==> src/rtl/core/packed_morse_symbol_decoder_macros.svh <==
// ---------------------------------------------------------------------------
// Assertion macros for the packed Morse symbol decoder
// Concurrent checks sampled on the rising clock edge, off while in reset.
// ---------------------------------------------------------------------------
`ifndef PACKED_MORSE_SYMBOL_DECODER_MACROS_SVH
`define PACKED_MORSE_SYMBOL_DECODER_MACROS_SVH

// The consequent must hold in the same cycle as the antecedent.
`define PMSD_ASSERT_SAME(label, clk, rst_n, ante, cons) \
  label: assert property (@(posedge clk) disable iff (!rst_n) (ante) |-> (cons)) \
    else $error("packed_morse_symbol_decoder: check failed");

// The consequent must hold in the cycle after the antecedent.
`define PMSD_ASSERT_NEXT(label, clk, rst_n, ante, cons) \
  label: assert property (@(posedge clk) disable iff (!rst_n) (ante) |=> (cons)) \
    else $error("packed_morse_symbol_decoder: check failed");

`endif

==> src/rtl/core/pmsd_pkg.sv <==
// ---------------------------------------------------------------------------
// pmsd_pkg
// Symbol codes, result kinds and the Morse lookup table of the decoder.
// ---------------------------------------------------------------------------
`timescale 1ns / 1ps

package pmsd_pkg;

  localparam logic [1:0] SYM_END   = 2'b00;
  localparam logic [1:0] SYM_DASH  = 2'b01;
  localparam logic [1:0] SYM_DOT   = 2'b10;
  localparam logic [1:0] SYM_SPACE = 2'b11;

  localparam logic [1:0] KIND_LETTER = 2'd0;
  localparam logic [1:0] KIND_SPACE  = 2'd1;
  localparam logic [1:0] KIND_BAD    = 2'd2;

  localparam logic [2:0] SYM_LIMIT  = 3'd6;
  localparam logic [7:0] SPACE_CHAR = 8'd32;
  localparam logic [7:0] NULL_CHAR  = 8'd0;

  // Returns {hit, character}. The code is right aligned, dash is 1, and the
  // first symbol is the most significant of the len used bits.
  function automatic logic [8:0] morse_lookup(input logic [2:0] len, input logic [5:0] bits);
    logic [8:0] res;
    res = 9'd0;
    unique case ({len, bits})
      {3'd1, 6'b000000}: res = {1'b1, 8'h45}; // E
      {3'd1, 6'b000001}: res = {1'b1, 8'h54}; // T
      {3'd2, 6'b000001}: res = {1'b1, 8'h41}; // A
      {3'd2, 6'b000000}: res = {1'b1, 8'h49}; // I
      {3'd2, 6'b000011}: res = {1'b1, 8'h4D}; // M
      {3'd2, 6'b000010}: res = {1'b1, 8'h4E}; // N
      {3'd3, 6'b000100}: res = {1'b1, 8'h44}; // D
      {3'd3, 6'b000110}: res = {1'b1, 8'h47}; // G
      {3'd3, 6'b000101}: res = {1'b1, 8'h4B}; // K
      {3'd3, 6'b000111}: res = {1'b1, 8'h4F}; // O
      {3'd3, 6'b000010}: res = {1'b1, 8'h52}; // R
      {3'd3, 6'b000000}: res = {1'b1, 8'h53}; // S
      {3'd3, 6'b000001}: res = {1'b1, 8'h55}; // U
      {3'd3, 6'b000011}: res = {1'b1, 8'h57}; // W
      {3'd4, 6'b001000}: res = {1'b1, 8'h42}; // B
      {3'd4, 6'b001010}: res = {1'b1, 8'h43}; // C
      {3'd4, 6'b000010}: res = {1'b1, 8'h46}; // F
      {3'd4, 6'b000000}: res = {1'b1, 8'h48}; // H
      {3'd4, 6'b000111}: res = {1'b1, 8'h4A}; // J
      {3'd4, 6'b000100}: res = {1'b1, 8'h4C}; // L
      {3'd4, 6'b000110}: res = {1'b1, 8'h50}; // P
      {3'd4, 6'b001101}: res = {1'b1, 8'h51}; // Q
      {3'd4, 6'b000001}: res = {1'b1, 8'h56}; // V
      {3'd4, 6'b001001}: res = {1'b1, 8'h58}; // X
      {3'd4, 6'b001011}: res = {1'b1, 8'h59}; // Y
      {3'd4, 6'b001100}: res = {1'b1, 8'h5A}; // Z
      {3'd4, 6'b000101}: res = {1'b1, 8'hC4}; // A umlaut
      {3'd4, 6'b001110}: res = {1'b1, 8'hD6}; // O umlaut
      {3'd4, 6'b000011}: res = {1'b1, 8'hDC}; // U umlaut
      {3'd4, 6'b001111}: res = {1'b1, 8'h8A}; // S caron
      {3'd5, 6'b011111}: res = {1'b1, 8'h30}; // 0
      {3'd5, 6'b001111}: res = {1'b1, 8'h31}; // 1
      {3'd5, 6'b000111}: res = {1'b1, 8'h32}; // 2
      {3'd5, 6'b000011}: res = {1'b1, 8'h33}; // 3
      {3'd5, 6'b000001}: res = {1'b1, 8'h34}; // 4
      {3'd5, 6'b000000}: res = {1'b1, 8'h35}; // 5
      {3'd5, 6'b010000}: res = {1'b1, 8'h36}; // 6
      {3'd5, 6'b011000}: res = {1'b1, 8'h37}; // 7
      {3'd5, 6'b011100}: res = {1'b1, 8'h38}; // 8
      {3'd5, 6'b011110}: res = {1'b1, 8'h39}; // 9
      {3'd5, 6'b000110}: res = {1'b1, 8'h21}; // !
      {3'd5, 6'b010001}: res = {1'b1, 8'h3D}; // =
      {3'd6, 6'b010101}: res = {1'b1, 8'h2E}; // .
      {3'd6, 6'b110011}: res = {1'b1, 8'h2C}; // ,
      {3'd6, 6'b001100}: res = {1'b1, 8'h3F}; // ?
      {3'd6, 6'b111000}: res = {1'b1, 8'h3A}; // :
      {3'd6, 6'b010010}: res = {1'b1, 8'h22}; // double quote
      {3'd6, 6'b011110}: res = {1'b1, 8'h27}; // apostrophe
      default:           res = 9'd0;
    endcase
    return res;
  endfunction

endpackage

==> src/rtl/core/packed_morse_symbol_decoder.sv <==
// A byte is registered on its beat, then decoded into the result buffer once that is free.
// A byte yields 0 to 4 results; the single result port drains one beat per cycle
// while out_ready is high.
// A byte is taken while the previous byte's results still drain.
// Reset: synchronous active-low rst_n empties the buffers and clears the pending code.
// ---------------------------------------------------------------------------
// packed_morse_symbol_decoder
// Decodes bytes of four 2-bit Morse symbols into characters or bad-letter marks, one per beat.
// ---------------------------------------------------------------------------
`timescale 1ns / 1ps

module packed_morse_symbol_decoder (
  input  logic       clk,
  input  logic       rst_n,
  input  logic       in_valid,
  output logic       in_ready,
  input  logic [7:0] in_packed_byte,
  output logic       out_valid,
  input  logic       out_ready,
  output logic [7:0] out_character,
  output logic [1:0] out_result_kind,
  output logic       out_last_of_byte
);
  import pmsd_pkg::*;

  `include "packed_morse_symbol_decoder_macros.svh"

  logic       in_vld_r;
  logic [7:0] in_byte_r;

  logic [5:0] pend_sym_r, pend_sym_nxt;
  logic [2:0] pend_len_r, pend_len_nxt;
  logic       ovf_r, ovf_nxt;

  logic [7:0] res_char_r [4];
  logic [1:0] res_kind_r [4];
  logic [7:0] new_char   [4];
  logic [1:0] new_kind   [4];
  logic [2:0] new_cnt;
  logic [2:0] res_left_r;
  logic [1:0] res_rd_r;

  logic out_fire;
  logic proc_fire;

  assign out_valid        = (res_left_r != 3'd0);
  assign out_fire         = out_valid && out_ready;
  assign out_character    = res_char_r[res_rd_r];
  assign out_result_kind  = res_kind_r[res_rd_r];
  assign out_last_of_byte = (res_left_r == 3'd1);

  // The held byte is decoded once the buffer is empty or gives up its last beat.
  assign proc_fire = in_vld_r && ((res_left_r == 3'd0) || ((res_left_r == 3'd1) && out_ready));
  assign in_ready  = !in_vld_r || proc_fire;

  always_comb begin
    logic [5:0] sym_v;
    logic [2:0] len_v;
    logic       ovf_v;
    logic [2:0] cnt_v;
    logic [1:0] code;
    logic [8:0] look;
    sym_v = pend_sym_r;
    len_v = pend_len_r;
    ovf_v = ovf_r;
    cnt_v = 3'd0;
    code  = SYM_END;
    look  = 9'd0;
    for (int i = 0; i < 4; i++) begin
      new_char[i] = NULL_CHAR;
      new_kind[i] = KIND_BAD;
    end
    for (int s = 3; s >= 0; s--) begin
      code = in_byte_r[2*s +: 2];
      unique case (code) inside
        SYM_DASH, SYM_DOT: begin
          if (len_v < SYM_LIMIT) begin
            sym_v = {sym_v[4:0], (code == SYM_DASH)};
            len_v = len_v + 3'd1;
          end else begin
            ovf_v = 1'b1;
          end
        end
        SYM_SPACE: begin
          new_char[cnt_v[1:0]] = SPACE_CHAR;
          new_kind[cnt_v[1:0]] = KIND_SPACE;
          cnt_v = cnt_v + 3'd1;
        end
        SYM_END: begin
          // An end of letter with nothing pending produces no beat.
          if ((len_v != 3'd0) || ovf_v) begin
            look = morse_lookup(len_v, sym_v);
            if (!ovf_v && look[8]) begin
              new_char[cnt_v[1:0]] = look[7:0];
              new_kind[cnt_v[1:0]] = KIND_LETTER;
            end else begin
              new_char[cnt_v[1:0]] = NULL_CHAR;
              new_kind[cnt_v[1:0]] = KIND_BAD;
            end
            cnt_v = cnt_v + 3'd1;
            sym_v = 6'd0;
            len_v = 3'd0;
            ovf_v = 1'b0;
          end
        end
      endcase
    end
    pend_sym_nxt = sym_v;
    pend_len_nxt = len_v;
    ovf_nxt      = ovf_v;
    new_cnt      = cnt_v;
  end

  always_ff @(posedge clk) begin
    if (!rst_n) begin
      in_vld_r   <= 1'b0;
      pend_sym_r <= 6'd0;
      pend_len_r <= 3'd0;
      ovf_r      <= 1'b0;
      res_left_r <= 3'd0;
      res_rd_r   <= 2'd0;
    end else begin
      if (in_valid && in_ready) begin
        in_vld_r <= 1'b1;
      end else if (proc_fire) begin
        in_vld_r <= 1'b0;
      end
      if (proc_fire) begin
        pend_sym_r <= pend_sym_nxt;
        pend_len_r <= pend_len_nxt;
        ovf_r      <= ovf_nxt;
        res_left_r <= new_cnt;
        res_rd_r   <= 2'd0;
      end else if (out_fire) begin
        res_left_r <= res_left_r - 3'd1;
        res_rd_r   <= res_rd_r + 2'd1;
      end
    end
  end

  always_ff @(posedge clk) begin
    if (in_valid && in_ready) begin
      in_byte_r <= in_packed_byte;
    end
    if (proc_fire) begin
      for (int i = 0; i < 4; i++) begin
        res_char_r[i] <= new_char[i];
        res_kind_r[i] <= new_kind[i];
      end
    end
  end

  `PMSD_ASSERT_SAME(a_left_range, clk, rst_n, 1'b1, res_left_r <= 3'd4)
  `PMSD_ASSERT_SAME(a_len_range, clk, rst_n, 1'b1, pend_len_r <= SYM_LIMIT)
  `PMSD_ASSERT_SAME(a_ovf_full, clk, rst_n, ovf_r, pend_len_r == SYM_LIMIT)
  `PMSD_ASSERT_NEXT(a_drain_empty, clk, rst_n, out_fire && out_last_of_byte && !in_vld_r, !out_valid)

endmodule
==> config.mk <==
export PLATFORM = sky130hd
export DESIGN_NAME = packed_morse_symbol_decoder
export DESIGN_NICKNAME = d
export VERILOG_FILES = /design/src/rtl/core/pmsd_pkg.sv /design/src/rtl/core/packed_morse_symbol_decoder.sv
export VERILOG_INCLUDE_DIRS = /design/src /design/src/rtl/core
export SDC_FILE = /design/constraint.sdc
export NUM_CORES = 1
export LEC_CHECK = 0
export BUFFER_PORTS_ARGS = -buffer_cell sky130_fd_sc_hd__buf_4
export CAP_MARGIN = 40
export CORE_ASPECT_RATIO = 0.9
export CORE_MARGIN = 4
export CORE_UTILIZATION = 40
export DETAILED_ROUTE_END_ITERATION = 8
export PLACE_DENSITY_LB_ADDON = 0.12
export SYNTH_ARGS = -nofsm -noshare
export SYNTH_HDL_FRONTEND = slang
export SYNTH_SLANG_ARGS = --single-unit
==> constraint.sdc <==
create_clock -name clk -period 6.4 [get_ports clk]
set_input_delay 0.96 -clock clk [delete_from_list [all_inputs] [get_ports clk]]
set_output_delay 0.96 -clock clk [all_outputs]
set_load 0.005 [all_outputs]
==> results.json <==
{
  "clock_latency_ns": 0.33,
  "cts_hold_buf": 0,
  "p_leak_nw": 3.537,
  "syn_area_sq_mm": 0.009020,
  "critPathMaxFanout": 10,
  "swShare": 0.5309,
  "antenna_found_initial": 0,
  "clockRootBuffer": "clkbuf_16",
  "die_height_microns": 150.5,
  "synth_area_per_cell_sq_um": 7.233,
  "cp_top_family": "compound AO/OA/AOI/OAI gates",
  "yosys.area.top_type_share": 0.1598,
  "cts_max_path_buffers": 2,
  "cts_buffers": 9,
  "critPathMaxStageDelay_ns": 0.54,
  "synth-seq-area-share": 0.1998,
  "path_buf_inv": 6,
  "tightest_slew_ns": 1.003,
  "setup_tns_ns": 0,
  "reg2reg_depth": 24,
  "avgViaCountPerCell": 6.759,
  "timing.rr.start": "pend_len_r[0]",
  "synth.most_common_cell": "nand2_1",
  "syn_nets": 1300,
  "synth_top_cell_by_area": "edfxtp_1",
  "period_minus_slack_ns": 6.076,
  "htreeDepth": 3,
  "finalNetCount": 1298,
  "yosysUniqueCellTypes": 95,
  "startpoint_type": "register",
  "synth.top_cells.by_area": "edfxtp_1, ha_1, a21oi_1",
  "max_freq_ghz": 0.1646,
  "seqPwrFrac": 0.175,
  "grt_max_degree": 45,
  "maxCapViolations": 0,
  "grt_pass1_vias": 9491,
  "end_kind": "register",
  "cts_tree": "built",
  "grt_pass1_wl_mm": 55.37,
  "clkTransAtPathRegs_ns": 0.06,
  "slowest_stage": "o41a_1",
  "p_int_mw": 1.750,
  "area_growth_pct": 9.308,
  "die-area_sq_mm": 0.02502,
  "hold_path_end": "res_left_r[1]",
  "slew_headroom": 0.3315,
  "drv_slew": 0,
  "synthTopCellsByCount": "nand2_1, nor2_1, a21oi_1",
  "crit_arrival_ns": 6.16,
  "hold_depth": 2,
  "combPwrFrac": 0.686,
  "ys_ff_latch": 66,
  "pwr-share-clk": 0.139,
  "gr-total-overflow": 0,
  "drc": 0,
  "yosys_most_used_dff": "edfxtp_1",
  "wl_per_cell_microns": 23.09,
  "core-area_sq_mm": 0.02189,
  "start_util": 0.4121,
  "status": "completed",
  "powerDensity_mw_per_mm2": 378.4,
  "crit_type": "register to register",
  "ir_drop_mv": 0.1918,
  "p_switching_mw": 1.981,
  "min_path_type": "register to register",
  "hp-start": "res_left_r[1]",
  "die_w_microns": 166.3,
  "cp.required_ns": 6.48,
  "diodes": 0,
  "hpwl_mm": 27.63,
  "io_pins": 25,
  "drt-total-wl_mm": 35.58,
  "grtUsageTotal": 0.2744,
  "holdWs_ns": 0.4657,
  "via_count": 10416,
  "synthCells": 1247,
  "path_cells": "inv_1 > ha_1 > nor4bb_1 > buf_4 > o21ai_1 > nand2_1 > inv_1 > ha_1 > a41o_4 > a221o_1 > buf_4 > ha_1 > o21ai_0 > a21oi_1 > buf_4 > inv_1 > ha_1 > nand2_1 > nor3b_1 > a21boi_0 > o21ai_0 > nand4bb_1 > o41a_1 > a2bb2o_4",
  "clock_sinks": 66,
  "post-route-period-util": 0.9494,
  "ys_warn_count": 0,
  "ant_nets": 0,
  "reg2reg_to": "res_char_r[2][7]",
  "drtIter0Drc": 1491,
  "drive_gt1_frac": 0.1072,
  "final-hold-violation-count": 0,
  "gp_congestion": 0.9819,
  "reg2reg_slack_ns": 0.32,
  "ys_async_sr_fraction": 0,
  "placement_rows": 51,
  "portBuffers": 24,
  "fin_skew_ns": 0.008291,
  "critPathMostFrequentCell": "ha_1",
  "rsz0062_at_grt": "false",
  "setup_viol": 0,
  "dr.pass1.iters": 6,
  "synth_edf_count": 48
}
==> layout by cell type, fill, tap and decap left out, types with 15 or more instances in the layout <==
master / synthesis / layout
nand2_1: 125 / 125
nor2_1: 124 / 124
a21oi_1: 100 / 100
o21ai_0: 85 / 85
buf_4: 0 / 69
nand3_1: 57 / 57
nor3_1: 55 / 55
inv_1: 51 / 50
edfxtp_1: 48 / 48
ha_1: 41 / 41
o22ai_1: 37 / 37
nand2b_1: 24 / 24
nand4_1: 22 / 22
nor4_1: 20 / 20
nor2b_1: 18 / 18
dfxtp_1: 18 / 18
a31oi_1: 16 / 16
a22o_1: 15 / 15
==> timing repair <==
action | 4_1_cts | 5_1_grt
resized for setup | 0 | 1
setup buffers | 0 | 3
endpoints found under the hold margin | 0 | 0
endpoints found under the setup margin | 0 | 15
==> logic make-up after synthesis <==
family,Yosys count,share of synthesized area
XOR/XNOR,5,0.004856
adder cells (fa/ha/maj),41,0.05687
AND/OR/NAND/NOR,524,0.2877
AO/OA/AOI/OAI,454,0.3508
buffers and inverters,136,0.06256
flip-flops,66,0.1998
multiplexers,21,0.03745
==> registers in the layout, indices dropped and copies added (netlist names), named ones only <==
name / cells
res_kind_r: 8
in_vld_r: 1
pend_len_r: 3
res_char_r: 32
ovf_r: 1
res_rd_r: 2
pend_sym_r: 6
res_left_r: 3
in_byte_r: 8
==> power groups by stage <==
stage | Clock [mW] | Sequential, mW | Combinational [mW]
after floorplan | 0 | 0.609 | 1.73
after global placement | 0 | 0.660 | 2.49
after detailed placement | 0 | 0.662 | 2.46
after CTS | 0.529 | 0.653 | 2.47
after global routing | 0.550 | 0.666 | 2.74
final | 0.519 | 0.651 | 2.56
==> worst reg2reg max path, stage by stage (launching register included) <==
cell and delay [ns]:
dfxtp_1 0.37, inv_1 0.10, ha_1 0.22, nor4bb_1 0.39, buf_4 0.21, o21ai_1 0.08, nand2_1 0.14, inv_1 0.08
ha_1 0.29, a41o_4 0.28, a221o_1 0.41, buf_4 0.20, ha_1 0.29, o21ai_0 0.08, a21oi_1 0.22, buf_4 0.17
inv_1 0.07, ha_1 0.29, nand2_1 0.13, nor3b_1 0.10, a21boi_0 0.35, o21ai_0 0.26, nand4bb_1 0.35, o41a_1 0.54
a2bb2o_4 0.22
==> per-stage QoR <==
stage	area [sq um]	util	cells	power, mW	setup WS [ns]
after global routing	9859	0.4505	1541	3.958	0.001111
after CTS	9833	0.4493	1538	3.654	0.4411
final	9859	0.4505	1541	3.731	0.3236
after floorplan	9020	-	1247	2.335	0.5752
after global placement	9520	0.4350	1522	3.147	0.5686
after detailed placement	9520	0.4350	1522	3.123	0.4701
==> cell type report <==
class,count,area (sq um)
Clock buffer,11,254.0
Clock inverter,5,58.81
Fill cell,2227,12030
Inverter,54,205.2
Multi-Input combinational cell,1045,6658
Sequential cell,66,1802
Tap cell,291,364.1
Timing Repair Buffer,69,518.0
==> layer usage <==
| metal | part of all wire | global-route usage | up-vias |
|---|---|---|---|
| met5 | 0 | 0 | - |
| met4 | 0.025 | 0.07117 | 0 |
| met3 | 0.096 | 0.04778 | 65 |
| met2 | 0.43 | 0.4151 | 612 |
| met1 | 0.45 | 0.4055 | 4964 |
| li1 | - | - | 4775 |
==> worst max-delay path by stage <==
| stage | startpoint | end | slack (ns) | cells after the start |
|---|---|---|---|---|
| finish | pend_len_r[0] | res_char_r[2][7] | 0.32 | 24 |
| CTS | in_byte_r[6] | res_char_r[2][7] | 0.44 | 22 |
| detailed placement | pend_len_r[0] | res_char_r[2][7] | 0.47 | 22 |
| global route | in_byte_r[6] | res_char_r[2][7] | 0.001 | 23 |
| floorplan | in_byte_r[6] | res_char_r[2][7] | 0.58 | 23 |
| global placement | pend_len_r[0] | res_char_r[2][7] | 0.57 | 24 |
Note: power is estimated with default switching activity, not from simulation.
